**config.mk**
```make
export PLATFORM = sky130hd
export DESIGN_NAME = least_loaded_ticket_dispatcher_flat
export DESIGN_NICKNAME = d
export VERILOG_FILES = /design/src/design/lltd_pkg.sv /design/src/design/lltd_req_if.sv /design/src/design/lltd_rsp_if.sv /design/src/design/lltd_store.sv /design/src/design/least_loaded_ticket_dispatcher.sv /design/src/flat_wrapper.sv
export SDC_FILE = /design/constraint.sdc
export NUM_CORES = 2
export LEC_CHECK = 0
export BUFFER_PORTS_ARGS = -buffer_cell sky130_fd_sc_hd__buf_2
export CELL_PAD_IN_SITES_DETAIL_PLACEMENT = 1
export CELL_PAD_IN_SITES_GLOBAL_PLACEMENT = 2
export CORE_MARGIN = 4
export CORE_UTILIZATION = 52
export DETAILED_ROUTE_END_ITERATION = 12
export GPL_ROUTABILITY_DRIVEN = 0
export HOLD_SLACK_MARGIN = 0.1
export PLACE_DENSITY_LB_ADDON = 0.2
export SYNTH_ARGS = -nofsm -noshare
export SYNTH_HDL_FRONTEND = slang
export SYNTH_HIERARCHICAL = 1
export SYNTH_SLANG_ARGS = --single-unit
```
**constraint.sdc**
```tcl
create_clock -name clock -period 10.2 [get_ports clock]
set_clock_uncertainty 0.15 [all_clocks]
set_input_delay 1.53 -clock clock [delete_from_list [all_inputs] [get_ports clock]]
set_output_delay 1.53 -clock clock [all_outputs]
set_load 0.01 [all_outputs]
```
**src/design/lltd_pkg.sv**
```systemverilog
// ----------------------------------------------------------------------------
// lltd_pkg: shared types and constants of the ticket dispatcher
// Request and status codes, the sequencer states and the slot word layout.
// ----------------------------------------------------------------------------
package lltd_pkg;

   localparam int MAX_WORKERS_DEF = 16;
   localparam int MAX_SLOTS_DEF   = 8;

   localparam int CAP_W   = 4;
   localparam int ID_W    = 16;
   localparam int PRIO_W  = 8;
   localparam int TYPE_W  = 2;
   localparam int STAT_W  = 3;
   localparam int WIDX_W  = 4;
   localparam int WLOAD_W = 4;

   localparam logic [CAP_W-1:0] CAPACITY_RESET = 4'd5;

   localparam logic [TYPE_W-1:0] REQ_ADD     = 2'd0;
   localparam logic [TYPE_W-1:0] REQ_ASSIGN  = 2'd1;
   localparam logic [TYPE_W-1:0] REQ_RESOLVE = 2'd2;
   localparam logic [TYPE_W-1:0] REQ_SPARE   = 2'd3;

   localparam logic [STAT_W-1:0] ST_OK        = 3'd0;
   localparam logic [STAT_W-1:0] ST_NO_JOB    = 3'd1;
   localparam logic [STAT_W-1:0] ST_NO_WORKER = 3'd2;
   localparam logic [STAT_W-1:0] ST_NOTHING   = 3'd3;
   localparam logic [STAT_W-1:0] ST_FULL      = 3'd4;

   typedef struct packed {
      logic [ID_W-1:0]   id;
      logic [PRIO_W-1:0] prio;
   } slot_type;

   typedef struct packed {
      logic [STAT_W-1:0]  status;
      logic [WIDX_W-1:0]  worker_index;
      logic [ID_W-1:0]    out_job_id;
      logic [PRIO_W-1:0]  out_job_priority;
      logic [WLOAD_W-1:0] worker_load;
   } result_type;

   typedef enum logic [3:0] {
      S_IDLE,
      S_ADD,
      S_LD_RD,
      S_LD_EV,
      S_SL_RD,
      S_SL_EV,
      S_NEXT_W,
      S_ASG_END,
      S_RES_END,
      S_SH_RD,
      S_SH_EV,
      S_FIN_WR,
      S_DONE
   } state_type;

endpackage

```
**src/design/lltd_req_if.sv**
```systemverilog
// ----------------------------------------------------------------------------
// lltd_req_if: request channel of the ticket dispatcher
// Valid/ready channel carrying one request beat.
// ----------------------------------------------------------------------------
interface lltd_req_if;
   logic                           valid;
   logic                           ready;
   logic [lltd_pkg::TYPE_W-1:0]    req_type;
   logic                           job_pending;
   logic [lltd_pkg::ID_W-1:0]      job_id;
   logic [lltd_pkg::PRIO_W-1:0]    job_priority;

   modport source (output valid, req_type, job_pending, job_id, job_priority,
                   input ready);
   modport sink   (input valid, req_type, job_pending, job_id, job_priority,
                   output ready);
endinterface

```
**src/design/lltd_rsp_if.sv**
```systemverilog
// ----------------------------------------------------------------------------
// lltd_rsp_if: response channel of the ticket dispatcher
// Valid/ready channel carrying one result beat.
// ----------------------------------------------------------------------------
interface lltd_rsp_if;
   logic                           valid;
   logic                           ready;
   logic [lltd_pkg::STAT_W-1:0]    status;
   logic [lltd_pkg::WIDX_W-1:0]    worker_index;
   logic [lltd_pkg::ID_W-1:0]      out_job_id;
   logic [lltd_pkg::PRIO_W-1:0]    out_job_priority;
   logic [lltd_pkg::WLOAD_W-1:0]   worker_load;

   modport source (output valid, status, worker_index, out_job_id,
                   out_job_priority, worker_load, input ready);
   modport sink   (input valid, status, worker_index, out_job_id,
                   out_job_priority, worker_load, output ready);
endinterface

```
**src/design/lltd_store.sv**
```systemverilog
// ----------------------------------------------------------------------------
// lltd_store: worker load and job slot memories
// Two single-write, single-read memories with registered read data.
// ----------------------------------------------------------------------------
module lltd_store #(
   parameter int MAX_WORKERS = lltd_pkg::MAX_WORKERS_DEF,
   parameter int MAX_SLOTS   = lltd_pkg::MAX_SLOTS_DEF
) (
   input  logic                                  clock,
   input  logic                                  load_we,
   input  logic [((MAX_WORKERS > 1) ? $clog2(MAX_WORKERS) : 1)-1:0] load_waddr,
   input  logic [$clog2(MAX_SLOTS+1)-1:0]        load_wdata,
   input  logic [((MAX_WORKERS > 1) ? $clog2(MAX_WORKERS) : 1)-1:0] load_raddr,
   output logic [$clog2(MAX_SLOTS+1)-1:0]        load_rdata,
   input  logic                                  slot_we,
   input  logic [((MAX_WORKERS*MAX_SLOTS > 1) ?
                  $clog2(MAX_WORKERS*MAX_SLOTS) : 1)-1:0] slot_waddr,
   input  lltd_pkg::slot_type                    slot_wdata,
   input  logic [((MAX_WORKERS*MAX_SLOTS > 1) ?
                  $clog2(MAX_WORKERS*MAX_SLOTS) : 1)-1:0] slot_raddr,
   output lltd_pkg::slot_type                    slot_rdata
);

   logic [$clog2(MAX_SLOTS+1)-1:0] load_mem [MAX_WORKERS];
   lltd_pkg::slot_type             slot_mem [MAX_WORKERS*MAX_SLOTS];

   always_ff @(posedge clock) begin
      if (load_we) begin
         load_mem[load_waddr] <= load_wdata;
      end
      load_rdata <= load_mem[load_raddr];
   end

   always_ff @(posedge clock) begin
      if (slot_we) begin
         slot_mem[slot_waddr] <= slot_wdata;
      end
      slot_rdata <= slot_mem[slot_raddr];
   end

endmodule

```
**src/design/least_loaded_ticket_dispatcher.sv**
```systemverilog
// ----------------------------------------------------------------------------
// least_loaded_ticket_dispatcher: worker table with least-loaded dispatch
// Sequencer over a load memory and a job slot memory.
// ----------------------------------------------------------------------------
// The dispatcher keeps a table of workers, each holding an ordered list of
// jobs. An add beat registers a worker, an assign beat places a job on the
// first worker with the smallest load below the capacity register, and a
// resolve beat removes and returns the first job of highest priority. One
// request is worked on at a time and each gives exactly one result beat.
// Each memory read is split into an address state and a state that
// evaluates the registered data. A new request is taken as soon as the
// sequencer is idle, even while the previous result beat still waits in
// the output register. The capacity register is written through csr_wr_en
// and csr_wr_data and should be changed only while idle.
module least_loaded_ticket_dispatcher #(
   parameter int MAX_WORKERS = lltd_pkg::MAX_WORKERS_DEF,
   parameter int MAX_SLOTS   = lltd_pkg::MAX_SLOTS_DEF
) (
   input  logic                        clock,
   input  logic                        reset,
   lltd_req_if.sink                    req_bus,
   lltd_rsp_if.source                  rsp_bus,
   input  logic                        csr_wr_en,
   input  logic [lltd_pkg::CAP_W-1:0]  csr_wr_data
);

   // Index widths follow from the table geometry.
   localparam int WW  = (MAX_WORKERS > 1) ? $clog2(MAX_WORKERS) : 1;
   localparam int SW  = (MAX_SLOTS > 1) ? $clog2(MAX_SLOTS) : 1;
   localparam int AW  = (MAX_WORKERS*MAX_SLOTS > 1) ? $clog2(MAX_WORKERS*MAX_SLOTS) : 1;
   localparam int WCW = $clog2(MAX_WORKERS+1);
   localparam int LW  = $clog2(MAX_SLOTS+1);
   localparam int CW  = (LW > lltd_pkg::CAP_W) ? LW : lltd_pkg::CAP_W;

   lltd_pkg::state_type state_ff, state_in;

   logic [lltd_pkg::CAP_W-1:0]  capacity_ff;
   logic [WCW-1:0]              wcount_ff;
   logic [lltd_pkg::TYPE_W-1:0] op_ff;
   logic                        pending_ff;
   logic [lltd_pkg::ID_W-1:0]   jid_ff;
   logic [lltd_pkg::PRIO_W-1:0] jprio_ff;

   // Scan position and the best candidate found so far.
   logic [WCW-1:0]              w_ff;
   logic [LW-1:0]               s_ff;
   logic [LW-1:0]               cld_ff;
   logic                        found_ff;
   logic [WW-1:0]               bw_ff;
   logic [LW-1:0]               bs_ff;
   logic [LW-1:0]               bld_ff;
   logic [lltd_pkg::PRIO_W-1:0] bp_ff;
   logic [lltd_pkg::ID_W-1:0]   bid_ff;

   lltd_pkg::result_type        res_ff;
   lltd_pkg::result_type        out_ff;
   logic                        out_valid_ff;

   // Memory ports.
   logic                        load_we;
   logic [WW-1:0]               load_waddr;
   logic [LW-1:0]               load_wdata;
   logic [LW-1:0]               load_rdata;
   logic                        slot_we;
   logic [AW-1:0]               slot_waddr;
   lltd_pkg::slot_type          slot_wdata;
   logic [AW-1:0]               slot_raddr;
   lltd_pkg::slot_type          slot_rdata;

   logic                        req_take;
   logic                        out_load;
   logic [CW-1:0]               bound;
   logic [LW-1:0]               rd_slots;
   logic [LW-1:0]               s_next;
   logic [LW-1:0]               bs_next;

   lltd_store #(
      .MAX_WORKERS (MAX_WORKERS),
      .MAX_SLOTS   (MAX_SLOTS)
   ) u_store (
      .clock      (clock),
      .load_we    (load_we),
      .load_waddr (load_waddr),
      .load_wdata (load_wdata),
      .load_raddr (w_ff[WW-1:0]),
      .load_rdata (load_rdata),
      .slot_we    (slot_we),
      .slot_waddr (slot_waddr),
      .slot_wdata (slot_wdata),
      .slot_raddr (slot_raddr),
      .slot_rdata (slot_rdata)
   );

   // The effective capacity never exceeds the slots a worker has.
   assign bound = (CW'(capacity_ff) > CW'(MAX_SLOTS)) ? CW'(MAX_SLOTS) : CW'(capacity_ff);
   // Number of slots of the worker whose load was just read.
   assign rd_slots = (load_rdata > LW'(MAX_SLOTS)) ? LW'(MAX_SLOTS) : load_rdata;
   assign s_next   = s_ff + LW'(1);
   assign bs_next  = bs_ff + LW'(1);

   assign req_take = req_bus.valid && req_bus.ready;
   assign out_load = (state_ff == lltd_pkg::S_DONE) && (!out_valid_ff || rsp_bus.ready);

   // Next state.
   always_comb begin
      state_in = state_ff;
      unique case (state_ff)
         lltd_pkg::S_IDLE: begin
            if (req_bus.valid) begin
               unique case (req_bus.req_type)
                  lltd_pkg::REQ_ADD:     state_in = lltd_pkg::S_ADD;
                  lltd_pkg::REQ_ASSIGN:  state_in = (wcount_ff == '0) ?
                                                    lltd_pkg::S_ASG_END : lltd_pkg::S_LD_RD;
                  lltd_pkg::REQ_RESOLVE: state_in = (wcount_ff == '0) ?
                                                    lltd_pkg::S_RES_END : lltd_pkg::S_LD_RD;
                  default:               state_in = lltd_pkg::S_DONE;
               endcase
            end
         end
         lltd_pkg::S_ADD:   state_in = lltd_pkg::S_DONE;
         lltd_pkg::S_LD_RD: state_in = lltd_pkg::S_LD_EV;
         lltd_pkg::S_LD_EV: begin
            if (op_ff == lltd_pkg::REQ_RESOLVE && rd_slots != '0) begin
               state_in = lltd_pkg::S_SL_RD;
            end else begin
               state_in = lltd_pkg::S_NEXT_W;
            end
         end
         lltd_pkg::S_SL_RD: state_in = lltd_pkg::S_SL_EV;
         lltd_pkg::S_SL_EV: state_in = (s_next == cld_ff) ? lltd_pkg::S_NEXT_W : lltd_pkg::S_SL_RD;
         lltd_pkg::S_NEXT_W: begin
            if (w_ff + WCW'(1) == wcount_ff) begin
               state_in = (op_ff == lltd_pkg::REQ_ASSIGN) ? lltd_pkg::S_ASG_END
                                                          : lltd_pkg::S_RES_END;
            end else begin
               state_in = lltd_pkg::S_LD_RD;
            end
         end
         lltd_pkg::S_ASG_END: state_in = lltd_pkg::S_DONE;
         lltd_pkg::S_RES_END: begin
            priority if (!found_ff) begin
               state_in = lltd_pkg::S_DONE;
            end else if (bs_next < bld_ff) begin
               state_in = lltd_pkg::S_SH_RD;
            end else begin
               state_in = lltd_pkg::S_FIN_WR;
            end
         end
         lltd_pkg::S_SH_RD: state_in = lltd_pkg::S_SH_EV;
         lltd_pkg::S_SH_EV: state_in = ((s_next + LW'(1)) < bld_ff) ? lltd_pkg::S_SH_RD
                                                                   : lltd_pkg::S_FIN_WR;
         lltd_pkg::S_FIN_WR: state_in = lltd_pkg::S_DONE;
         lltd_pkg::S_DONE:   state_in = out_load ? lltd_pkg::S_IDLE : lltd_pkg::S_DONE;
         default:            state_in = lltd_pkg::S_IDLE;
      endcase
   end

   // Outputs of the sequencer: handshake and memory controls.
   always_comb begin
      req_bus.ready = (state_ff == lltd_pkg::S_IDLE);
      load_we       = 1'b0;
      load_waddr    = bw_ff;
      load_wdata    = '0;
      slot_we       = 1'b0;
      slot_waddr    = AW'(bw_ff) * AW'(MAX_SLOTS) + AW'(s_ff[SW-1:0]);
      slot_wdata    = slot_rdata;
      slot_raddr    = AW'(w_ff[WW-1:0]) * AW'(MAX_SLOTS) + AW'(s_ff[SW-1:0]);
      unique case (state_ff)
         lltd_pkg::S_ADD: begin
            load_we    = (wcount_ff < WCW'(MAX_WORKERS));
            load_waddr = wcount_ff[WW-1:0];
         end
         lltd_pkg::S_ASG_END: begin
            load_we         = found_ff && pending_ff;
            load_wdata      = bld_ff + LW'(1);
            slot_we         = found_ff && pending_ff;
            slot_waddr      = AW'(bw_ff) * AW'(MAX_SLOTS) + AW'(bld_ff[SW-1:0]);
            slot_wdata.id   = jid_ff;
            slot_wdata.prio = jprio_ff;
         end
         lltd_pkg::S_SH_RD: begin
            slot_raddr = AW'(bw_ff) * AW'(MAX_SLOTS) + AW'(s_next[SW-1:0]);
         end
         lltd_pkg::S_SH_EV: begin
            slot_we = 1'b1;
         end
         lltd_pkg::S_FIN_WR: begin
            load_we    = 1'b1;
            load_wdata = bld_ff - LW'(1);
         end
         default: begin
         end
      endcase
   end

   // Control registers.
   always_ff @(posedge clock) begin
      if (reset) begin
         state_ff     <= lltd_pkg::S_IDLE;
         capacity_ff  <= lltd_pkg::CAPACITY_RESET;
         wcount_ff    <= '0;
         out_valid_ff <= 1'b0;
      end else begin
         state_ff <= state_in;
         if (csr_wr_en) begin
            capacity_ff <= csr_wr_data;
         end
         if (state_ff == lltd_pkg::S_ADD && wcount_ff < WCW'(MAX_WORKERS)) begin
            wcount_ff <= wcount_ff + WCW'(1);
         end
         if (out_load) begin
            out_valid_ff <= 1'b1;
         end else if (rsp_bus.ready) begin
            out_valid_ff <= 1'b0;
         end
      end
   end

   // Datapath registers.
   always_ff @(posedge clock) begin
      if (out_load) begin
         out_ff <= res_ff;
      end
      unique case (state_ff)
         lltd_pkg::S_IDLE: begin
            if (req_take) begin
               op_ff      <= req_bus.req_type;
               pending_ff <= req_bus.job_pending;
               jid_ff     <= req_bus.job_id;
               jprio_ff   <= req_bus.job_priority;
               w_ff       <= '0;
               found_ff   <= 1'b0;
               res_ff     <= '0;
            end
         end
         lltd_pkg::S_ADD: begin
            if (wcount_ff < WCW'(MAX_WORKERS)) begin
               res_ff.status       <= lltd_pkg::ST_OK;
               res_ff.worker_index <= lltd_pkg::WIDX_W'(wcount_ff);
            end else begin
               res_ff.status <= lltd_pkg::ST_FULL;
            end
         end
         lltd_pkg::S_LD_EV: begin
            if (op_ff == lltd_pkg::REQ_ASSIGN) begin
               // Strictly smaller keeps the first of equal loads.
               if (CW'(load_rdata) < bound && (!found_ff || load_rdata < bld_ff)) begin
                  found_ff <= 1'b1;
                  bw_ff    <= w_ff[WW-1:0];
                  bld_ff   <= load_rdata;
               end
            end
            cld_ff <= rd_slots;
            s_ff   <= '0;
         end
         lltd_pkg::S_SL_EV: begin
            if (!found_ff || slot_rdata.prio > bp_ff) begin
               found_ff <= 1'b1;
               bw_ff    <= w_ff[WW-1:0];
               bs_ff    <= s_ff;
               bld_ff   <= cld_ff;
               bp_ff    <= slot_rdata.prio;
               bid_ff   <= slot_rdata.id;
            end
            s_ff <= s_next;
         end
         lltd_pkg::S_NEXT_W: begin
            w_ff <= w_ff + WCW'(1);
         end
         lltd_pkg::S_ASG_END: begin
            priority if (!found_ff) begin
               res_ff.status <= lltd_pkg::ST_NO_WORKER;
            end else if (!pending_ff) begin
               res_ff.status       <= lltd_pkg::ST_NO_JOB;
               res_ff.worker_index <= lltd_pkg::WIDX_W'(bw_ff);
               res_ff.worker_load  <= lltd_pkg::WLOAD_W'(bld_ff);
            end else begin
               res_ff.status           <= lltd_pkg::ST_OK;
               res_ff.worker_index     <= lltd_pkg::WIDX_W'(bw_ff);
               res_ff.out_job_id       <= jid_ff;
               res_ff.out_job_priority <= jprio_ff;
               res_ff.worker_load      <= lltd_pkg::WLOAD_W'(bld_ff + LW'(1));
            end
         end
         lltd_pkg::S_RES_END: begin
            if (!found_ff) begin
               res_ff.status <= lltd_pkg::ST_NOTHING;
            end
            s_ff <= bs_ff;
         end
         lltd_pkg::S_SH_EV: begin
            s_ff <= s_next;
         end
         lltd_pkg::S_FIN_WR: begin
            res_ff.status           <= lltd_pkg::ST_OK;
            res_ff.worker_index     <= lltd_pkg::WIDX_W'(bw_ff);
            res_ff.out_job_id       <= bid_ff;
            res_ff.out_job_priority <= bp_ff;
            res_ff.worker_load      <= lltd_pkg::WLOAD_W'(bld_ff - LW'(1));
         end
         default: begin
         end
      endcase
   end

   assign rsp_bus.valid            = out_valid_ff;
   assign rsp_bus.status           = out_ff.status;
   assign rsp_bus.worker_index     = out_ff.worker_index;
   assign rsp_bus.out_job_id       = out_ff.out_job_id;
   assign rsp_bus.out_job_priority = out_ff.out_job_priority;
   assign rsp_bus.worker_load      = out_ff.worker_load;

   // The worker table never grows past its size.
   a_count_bound : assert property (@(posedge clock) disable iff (reset)
      wcount_ff <= WCW'(MAX_WORKERS))
      else $error("worker count beyond table size");

   // Load reads only address registered workers.
   a_worker_scan : assert property (@(posedge clock) disable iff (reset)
      state_ff == lltd_pkg::S_LD_RD |-> w_ff < wcount_ff)
      else $error("load scan beyond worker count");

   // A slot read stays below the load of the scanned worker.
   a_slot_scan : assert property (@(posedge clock) disable iff (reset)
      state_ff == lltd_pkg::S_SL_RD |-> s_ff < cld_ff)
      else $error("slot scan beyond worker load");

   // Shifting only happens behind a job that was actually found.
   a_shift_found : assert property (@(posedge clock) disable iff (reset)
      state_ff == lltd_pkg::S_SH_EV |-> found_ff && s_next < bld_ff)
      else $error("slot shift without a resolved job");

endmodule
```
**src/flat_wrapper.sv**
```systemverilog
// flat-port wrapper written by rule: the top's interface ports become plain ports
module least_loaded_ticket_dispatcher_flat 
#(
   parameter int MAX_WORKERS = lltd_pkg::MAX_WORKERS_DEF,
   parameter int MAX_SLOTS   = lltd_pkg::MAX_SLOTS_DEF
)
  (clock, reset, csr_wr_en, csr_wr_data, req_bus_valid, req_bus_req_type, req_bus_job_pending, req_bus_job_id, req_bus_job_priority, req_bus_ready, rsp_bus_valid, rsp_bus_status, rsp_bus_worker_index, rsp_bus_out_job_id, rsp_bus_out_job_priority, rsp_bus_worker_load, rsp_bus_ready);
  lltd_req_if req_bus_i ();
  lltd_rsp_if rsp_bus_i ();
  input  logic clock;
  input  logic reset;
  input  logic csr_wr_en;
  input  logic [lltd_pkg::CAP_W-1:0] csr_wr_data;
  input wire logic [$bits(req_bus_i.valid)-1:0] req_bus_valid;
  input wire logic [$bits(req_bus_i.req_type)-1:0] req_bus_req_type;
  input wire logic [$bits(req_bus_i.job_pending)-1:0] req_bus_job_pending;
  input wire logic [$bits(req_bus_i.job_id)-1:0] req_bus_job_id;
  input wire logic [$bits(req_bus_i.job_priority)-1:0] req_bus_job_priority;
  output wire logic [$bits(req_bus_i.ready)-1:0] req_bus_ready;
  output wire logic [$bits(rsp_bus_i.valid)-1:0] rsp_bus_valid;
  output wire logic [$bits(rsp_bus_i.status)-1:0] rsp_bus_status;
  output wire logic [$bits(rsp_bus_i.worker_index)-1:0] rsp_bus_worker_index;
  output wire logic [$bits(rsp_bus_i.out_job_id)-1:0] rsp_bus_out_job_id;
  output wire logic [$bits(rsp_bus_i.out_job_priority)-1:0] rsp_bus_out_job_priority;
  output wire logic [$bits(rsp_bus_i.worker_load)-1:0] rsp_bus_worker_load;
  input wire logic [$bits(rsp_bus_i.ready)-1:0] rsp_bus_ready;
  assign req_bus_i.valid = req_bus_valid;
  assign req_bus_i.req_type = req_bus_req_type;
  assign req_bus_i.job_pending = req_bus_job_pending;
  assign req_bus_i.job_id = req_bus_job_id;
  assign req_bus_i.job_priority = req_bus_job_priority;
  assign req_bus_ready = req_bus_i.ready;
  assign rsp_bus_valid = rsp_bus_i.valid;
  assign rsp_bus_status = rsp_bus_i.status;
  assign rsp_bus_worker_index = rsp_bus_i.worker_index;
  assign rsp_bus_out_job_id = rsp_bus_i.out_job_id;
  assign rsp_bus_out_job_priority = rsp_bus_i.out_job_priority;
  assign rsp_bus_worker_load = rsp_bus_i.worker_load;
  assign rsp_bus_i.ready = rsp_bus_ready;
  least_loaded_ticket_dispatcher #(.MAX_WORKERS(MAX_WORKERS), .MAX_SLOTS(MAX_SLOTS)) u_core (.clock(clock), .reset(reset), .req_bus(req_bus_i), .rsp_bus(rsp_bus_i), .csr_wr_en(csr_wr_en), .csr_wr_data(csr_wr_data));
endmodule
```
Word-level counts from Yosys, hierarchy flattened --
Memories as Yosys holds them, arrays and structs flattened. A register that Yosys moved wholly into a read port is not among the register bits. Index checks and enable logic that the tools add are counted.
Word-level totals: input port bits 36, output and inout port bits 37, logic and storage cells 165, memories kept 2, bits in registers 161, memory bits (writable) 3136
Cells by class: equal/unequal tests 27, reduce and logical (&&, ||, !) cells 34, $add $sub $neg 11, multiplexer cells 56, $lt $le $gt $ge 8
Memory list:
- u_core.u_store.slot_mem | words 128, bits a word 24, rd ports 1, clocked after Yosys merged registers in 1, wr ports 1, RTL line lltd_store.sv:25 | lltd_pkg::slot_type slot_mem [MAX_WORKERS*MAX_SLOTS];
- u_core.u_store.load_mem | words 16, bits a word 4, rd ports 1, clocked after Yosys merged registers in 1, wr ports 1, RTL line lltd_store.sv:24 | logic [$clog2(MAX_SLOTS+1)-1:0] load_mem [MAX_WORKERS];
Operators with widths (count):
- 28-bit one-hot mux with 3 select lines | 1
- 4-bit 2-to-1 mux | 17
- 24-bit 2-to-1 mux | 2
- 4-bit one-hot mux with 11 select lines | 1
- 35-bit 2-to-1 mux | 1
- 32-bit 2-to-1 mux | 1
- 7-bit by 3-bit adder with 7-bit output | 4
- 4-bit one-hot mux with 2 select lines | 3
- 4-bit one-hot mux with 3 select lines | 2
- 4-bit equality test, second input constant | 5
- 4-bit by 1-bit adder with 4-bit output, second input constant | 4
- 4-bit by 3-bit equality test with 1-bit output, second input constant | 4
- 4-bit < comparator | 4
- 4-bit one-hot mux with 4 select lines | 1
- 3-bit one-hot mux with 5 select lines | 1
- 7-bit 2-to-1 mux | 2
- 3-bit 2-to-1 mux | 4
- 2-bit by 1-bit inequality test with 1-bit output, second input constant | 6
- 4-bit AND reduction | 3
- 5-bit by 1-bit adder with 5-bit output, second input constant | 2
- 1-bit 2-to-1 mux | 10
- 5-bit 2-to-1 mux | 2
- 5-bit one-hot mux with 2 select lines | 1
- 3-bit nonzero test | 3
- other kinds (28) | 52

Logic depth before layout (Yosys ltp) --
depth after elaboration 7, gate-level depth with buffers 13, mapped depth without buffers 9

Cells and area by module --
The synthesis kept the hierarchy.
By module, submodules not included:
- lltd_store | cells each 4648, times used 1, area an instance 119932.5 um^2
- least_loaded_ticket_dispatcher | cells each 620, times used 1, area an instance 7343.3 um^2

Least setup slack after synthesis --
Ideal clock, no wire load.
path type flip-flop to flip-flop, from register u_core.state_ff[3], to memory u_core/u_store/slot_mem[0][0] (netlist bit), data pin, stages on the path, launching flop included 6, setup time 1.198 ns, arrival 6.003 ns, path slack 2.849 ns, buffers on the path 2, cells stage by stage dfxtp_1 -> nor2b_1 -> and3_1 -> clkbuf_1 -> clkbuf_1 -> o21ai_0
RTL lines:
- from (decl) | RTL line least_loaded_ticket_dispatcher.sv:35 | lltd_pkg::state_type state_ff, state_in;
- from (signal assigned) | RTL line least_loaded_ticket_dispatcher.sv:199 | state_ff <= lltd_pkg::S_IDLE;
- from (signal assigned) | RTL line least_loaded_ticket_dispatcher.sv:204 | state_ff <= state_in;
- to (decl) | RTL line lltd_store.sv:25

Final worst setup path --
from register u_core.state_ff[1], to register u_core/u_store/slot_rdata[9] (netlist name)
Between the ends: longest elaborated chain between the ends 2
Ends and longest elaborated chain:
- 4-bit equality test | RTL line least_loaded_ticket_dispatcher.sv:168 | unique case (state_ff)
- 7-bit 2-to-1 mux | RTL line least_loaded_ticket_dispatcher.sv:168
- named net u_core.slot_raddr[0] | RTL line least_loaded_ticket_dispatcher.sv:67 | logic [AW-1:0] slot_raddr;
The timed path passes the listed nets, and every way through them passes these cells. A chain may end at the register's enable or synchronous reset.

==> run summary <==
The DRC violations left is 0. The number of nets in the final layout came out at 5691. Summing every instance area after synthesis gives 127000 um^2. CTS saw 3325 sinks. The worst IR drop on VDD is 0.000212 V. The fraction of layout cells with a size suffix above 1 came out at 0.336.

Averaged over all synthesized cells, the footprint is 24.2 um^2. The number of storage elements in the synthesis netlist is 3325. The worst min-delay path category is reg -> reg.

The actual slew at the worst max-slew pin came out at 1250 ps. The highest clock rate came out at 0.164 GHz. The clock tree from TritonCTS is built. The sort of element at the end of the critical path is a register. The post-CTS setup-driven buffer insertion count came out at 0. Measured against the total synthesized area, the mux share comes to 0.185. The initial standard-cell utilization of the core is 0.523. The routed length per instance came out at 38.5 um. STA classifies the critical path startpoint as a register. The number of placed I/O pins came out at 73. The post-synthesis net count is 5332. After the first detailed-routing iteration, the DRC count stood at 8154. The post-cts repair resize count is 0.

The number of global-route vias before repair is 62200. The quantity of hold-fixing buffers added after cts came out at 0. The combined global-route utilization of all metal layers is 0.281. The worst-case clock buffer depth is 4. The path with the worst hold slack has its endpoint at u_core/rsp_bus.out_job_id[6].

The number of optimization iterations in the first detailed-route pass came out at 6. The final route contains 60500 vias. The total wirelength of the detailed-routed design came out at 350 mm.

By area, the combinational part of the netlist is dominated by multiplexers. In this run the top signal layer used is met5. The number of distinct standard cells referenced by the synthesized netlist came out at 59. The first-pass GRT wire length is 492 mm.

The compound-gate portion of the synthesized area came out at 0.00553. The arrival time at the worst endpoint came out at 6750 ps. The total count of max-transition violations in the final report is 0. The number of vias per cell after detailed routing is 6.65. The worst hold path passes through 0 cells. The fraction of the mapped netlist area in simple logic gates is 0.0148. Setup violations remaining at the end of the flow were counted as 0. Clock-pin slew was measured on the worst setup and hold paths at 60 ps. In the detailed route, the total length drawn on met2 is 170 mm. The count of max-cap constraint violations came out at 0. The area added between synthesis and finish came out at 13.3%. The floorplan die height is 503 um. The worst setup path is of the reg -> reg kind.

The routed length on met3 came out at 33.1 mm. The clock latency on the worst-skew pair is 960 ps. The primary flip-flop cell chosen by synthesis mapping is sky130_fd_sc_hd__edfxtp_1. The accumulated negative setup slack came out at 0 ps. Leaving out fill and tap cells, the most frequent cell in the layout is sky130_fd_sc_hd__edfxtp_1. The overall die area is 253000 um^2.

The number of synthesis warnings is 6. The reg-to-reg setup timing slack is 4110 ps. The worst register-to-register path begins at u_core/state_ff[1]. The number of enable flip-flop cells after synthesis is 3283.

The time the final worst path needs with I/O delays and setup came out at 6090 ps. The global-route congestion overflow total is 0. The initial antenna violation count is 27. The maximum level of the CTS H-tree is 5.

The total power density per cell area is 282 nW/um^2. The share of the synthesized netlist area taken by xor and xnor gates is 0.00158. Setup repair after global routing left no endpoint under its margin. The count of endpoints failing hold in the final timing report is 0. The worst max-slew margin expressed relative to the limit came out at 0.163. The region available for standard cell placement spans 243000 um^2. The die extent in x is 503 um. Of the available clock period, the critical path in the final layout requires 0.597. The endpoint identified for the worst register-to-register timing path is u_core/u_store/slot_rdata[9]. The number of standard-cell rows in the floorplan came out at 181. For this block, wires on met1 add up to 136 mm. The register area share after synthesis is 0.781. Summing internal, switching and leakage power gives 40.7 mW.

The fraction of synthesis flops using an asynchronous set or reset pin came out at 0. The number of buffers inserted during clock tree synthesis is 352. The hold path startpoint is u_core/res_ff[18]. STA puts the critical path data required time at 10860 ps.

The run finished with clean final reports. The wire-length estimate of the detail-placed layout is 194 mm. The CTS root buffer is sky130_fd_sc_hd__clkbuf_16.

For the worst flop-to-flop path, the logic depth is 10. The post-synthesis instance total came out at 5268. The number of nets with antenna violations after detailed routing is 0.

The static leakage power is 44.6 nW. The largest fanout on the critical path came out at 54. In the layout the commonest cells are 3283 x sky130_fd_sc_hd__edfxtp_1, 1028 x sky130_fd_sc_hd__mux4_2, 357 x sky130_fd_sc_hd__clkbuf_16, 191 x sky130_fd_sc_hd__buf_4, 127 x sky130_fd_sc_hd__nand2_1. The largest net degree at the start of global routing is 128.

The adder-cell share of the synthesized area came out at 0.00275. The count of buffers inserted at the top-level ports came out at 72.
-- cell families (layout without fill, tap and decap cells) --
| family | after synthesis | in the layout |
|---|---|---|
| xor gates and xnor gates | 23 | 23 |
| buffers and inverters | 295 | 911 |
| adders and majority gates | 28 | 28 |
| DFF | 3325 | 3325 |
| muxes | 1060 | 1060 |
| other | 0 | 7 |
| AOI/OAI and AO/OA | 107 | 107 |
| and+or+nand+nor | 430 | 430 |
-- flip-flops by register name (all words and copies together) (netlist names), 8 cells and up --
name and cells:
u_core/rsp_bus.out_job_priority 8, u_core/jprio_ff 8, u_core/u_store/load_mem 64, u_core/u_store/slot_mem 3072, u_core/bp_ff 8, u_core/jid_ff 16, u_core/u_store/slot_rdata 24, u_core/res_ff 35
u_core/rsp_bus.out_job_id 16, u_core/bid_ff 16
-- metrics by stage --
step	area (um^2)	worst slack, ps	hold WS, ps	cells	utilization
after floorplan	127000	2850	250	5268	-
after global placement	133000	4160	257	8475	0.547
after detailed placement	133000	4120	256	8475	0.547
after CTS	144000	4110	226	9086	0.592
after global routing	144000	3790	247	9089	0.592
final	144000	4110	230	9093	0.592
-- routing by layer --
layer	vias up	GRT usage
li1	23300	-
met1	33100	0.401
met2	3410	0.445
met3	607	0.0573
met4	8	0.0849
met5	-	0
-- critical path: stages (launching register included) --
cell and delay [ps]:
sky130_fd_sc_hd__dfxtp_1 920, sky130_fd_sc_hd__nor2_1 270, sky130_fd_sc_hd__and3_1 270, sky130_fd_sc_hd__buf_4 200, sky130_fd_sc_hd__xor2_4 690, sky130_fd_sc_hd__buf_12 460, sky130_fd_sc_hd__buf_4 740, sky130_fd_sc_hd__mux4_2 630
sky130_fd_sc_hd__mux4_2 520, sky130_fd_sc_hd__mux4_2 610, sky130_fd_sc_hd__mux2_2 310
-- power breakdown --
part / leakage (nW) / internal (mW) / switching (mW)
registers: 29.9 / 17.3 / 0.307
clock network: 5.37 / 7.22 / 5.06
logic: 9.35 / 4.05 / 6.71
total: 44.6 / 28.6 / 12.1
-- final cells by class --
class / instances / area (um^2)
inverter: 26 / 97.6
clock inverter: 170 / 1590
fill: 19500 / 99300
clock buffer: 441 / 9360
multi-input combinational: 1648 / 27700
tap: 3202 / 4010
sequential: 3325 / 99400
timing repair buffer: 274 / 2010
antenna: 7 / 17.5
-- synthesized netlist by cell type (2+ instances only) --
library cell,n,area [um^2]
sky130_fd_sc_hd__a22oi_1,3,22.5
sky130_fd_sc_hd__nor4_2,2,25.0
sky130_fd_sc_hd__o32ai_1,2,17.5
sky130_fd_sc_hd__a221oi_1,4,35.0
sky130_fd_sc_hd__nand2b_1,14,87.6
sky130_fd_sc_hd__nor2_1,177,664
sky130_fd_sc_hd__a211oi_1,2,15.0
sky130_fd_sc_hd__buf_1,36,135
sky130_fd_sc_hd__nand4_1,8,50.1
sky130_fd_sc_hd__a31oi_1,2,12.5
sky130_fd_sc_hd__a22o_1,13,114
sky130_fd_sc_hd__buf_2,63,315
sky130_fd_sc_hd__nand3b_1,6,45.0
sky130_fd_sc_hd__or2_2,2,12.5
sky130_fd_sc_hd__a21oi_1,22,110
sky130_fd_sc_hd__nand2_1,153,574
sky130_fd_sc_hd__o22ai_1,7,43.8
sky130_fd_sc_hd__nand3_1,16,80.1
sky130_fd_sc_hd__buf_6,2,22.5
sky130_fd_sc_hd__mux2_2,28,315
sky130_fd_sc_hd__nor3_1,16,80.1
sky130_fd_sc_hd__nor3b_1,2,15.0
sky130_fd_sc_hd__o31ai_1,2,15.0
sky130_fd_sc_hd__clkbuf_1,167,627
sky130_fd_sc_hd__mux2i_1,4,40.0
sky130_fd_sc_hd__inv_1,26,97.6
sky130_fd_sc_hd__a21o_1,5,37.5
sky130_fd_sc_hd__nor2b_1,19,119
sky130_fd_sc_hd__nor4_1,4,25.0
sky130_fd_sc_hd__xnor2_1,12,105
sky130_fd_sc_hd__edfxtp_1,3283,98600
sky130_fd_sc_hd__dfxtp_1,42,841
sky130_fd_sc_hd__and3_1,3,18.8
sky130_fd_sc_hd__mux4_2,1028,23200
sky130_fd_sc_hd__o21a_1,3,22.5
sky130_fd_sc_hd__o21ai_0,29,145
sky130_fd_sc_hd__o211ai_1,2,15.0
sky130_fd_sc_hd__xor2_1,11,96.3
sky130_fd_sc_hd__ha_1,28,350
-- worst max path at each step --
stage	start	cells past startpoint	to
floorplan	u_core/state_ff[3]	5	u_core/u_store/slot_mem[0][0]
global placement	u_core/state_ff[1]	10	u_core/u_store/slot_rdata[6]
detailed placement	u_core/state_ff[1]	10	u_core/u_store/slot_rdata[21]
CTS	u_core/state_ff[1]	10	u_core/u_store/slot_rdata[21]
global route	u_core/state_ff[1]	10	u_core/u_store/slot_rdata[21]
finish	u_core/state_ff[1]	10	u_core/u_store/slot_rdata[9]
Note: power is estimated with default switching activity, not from simulation.
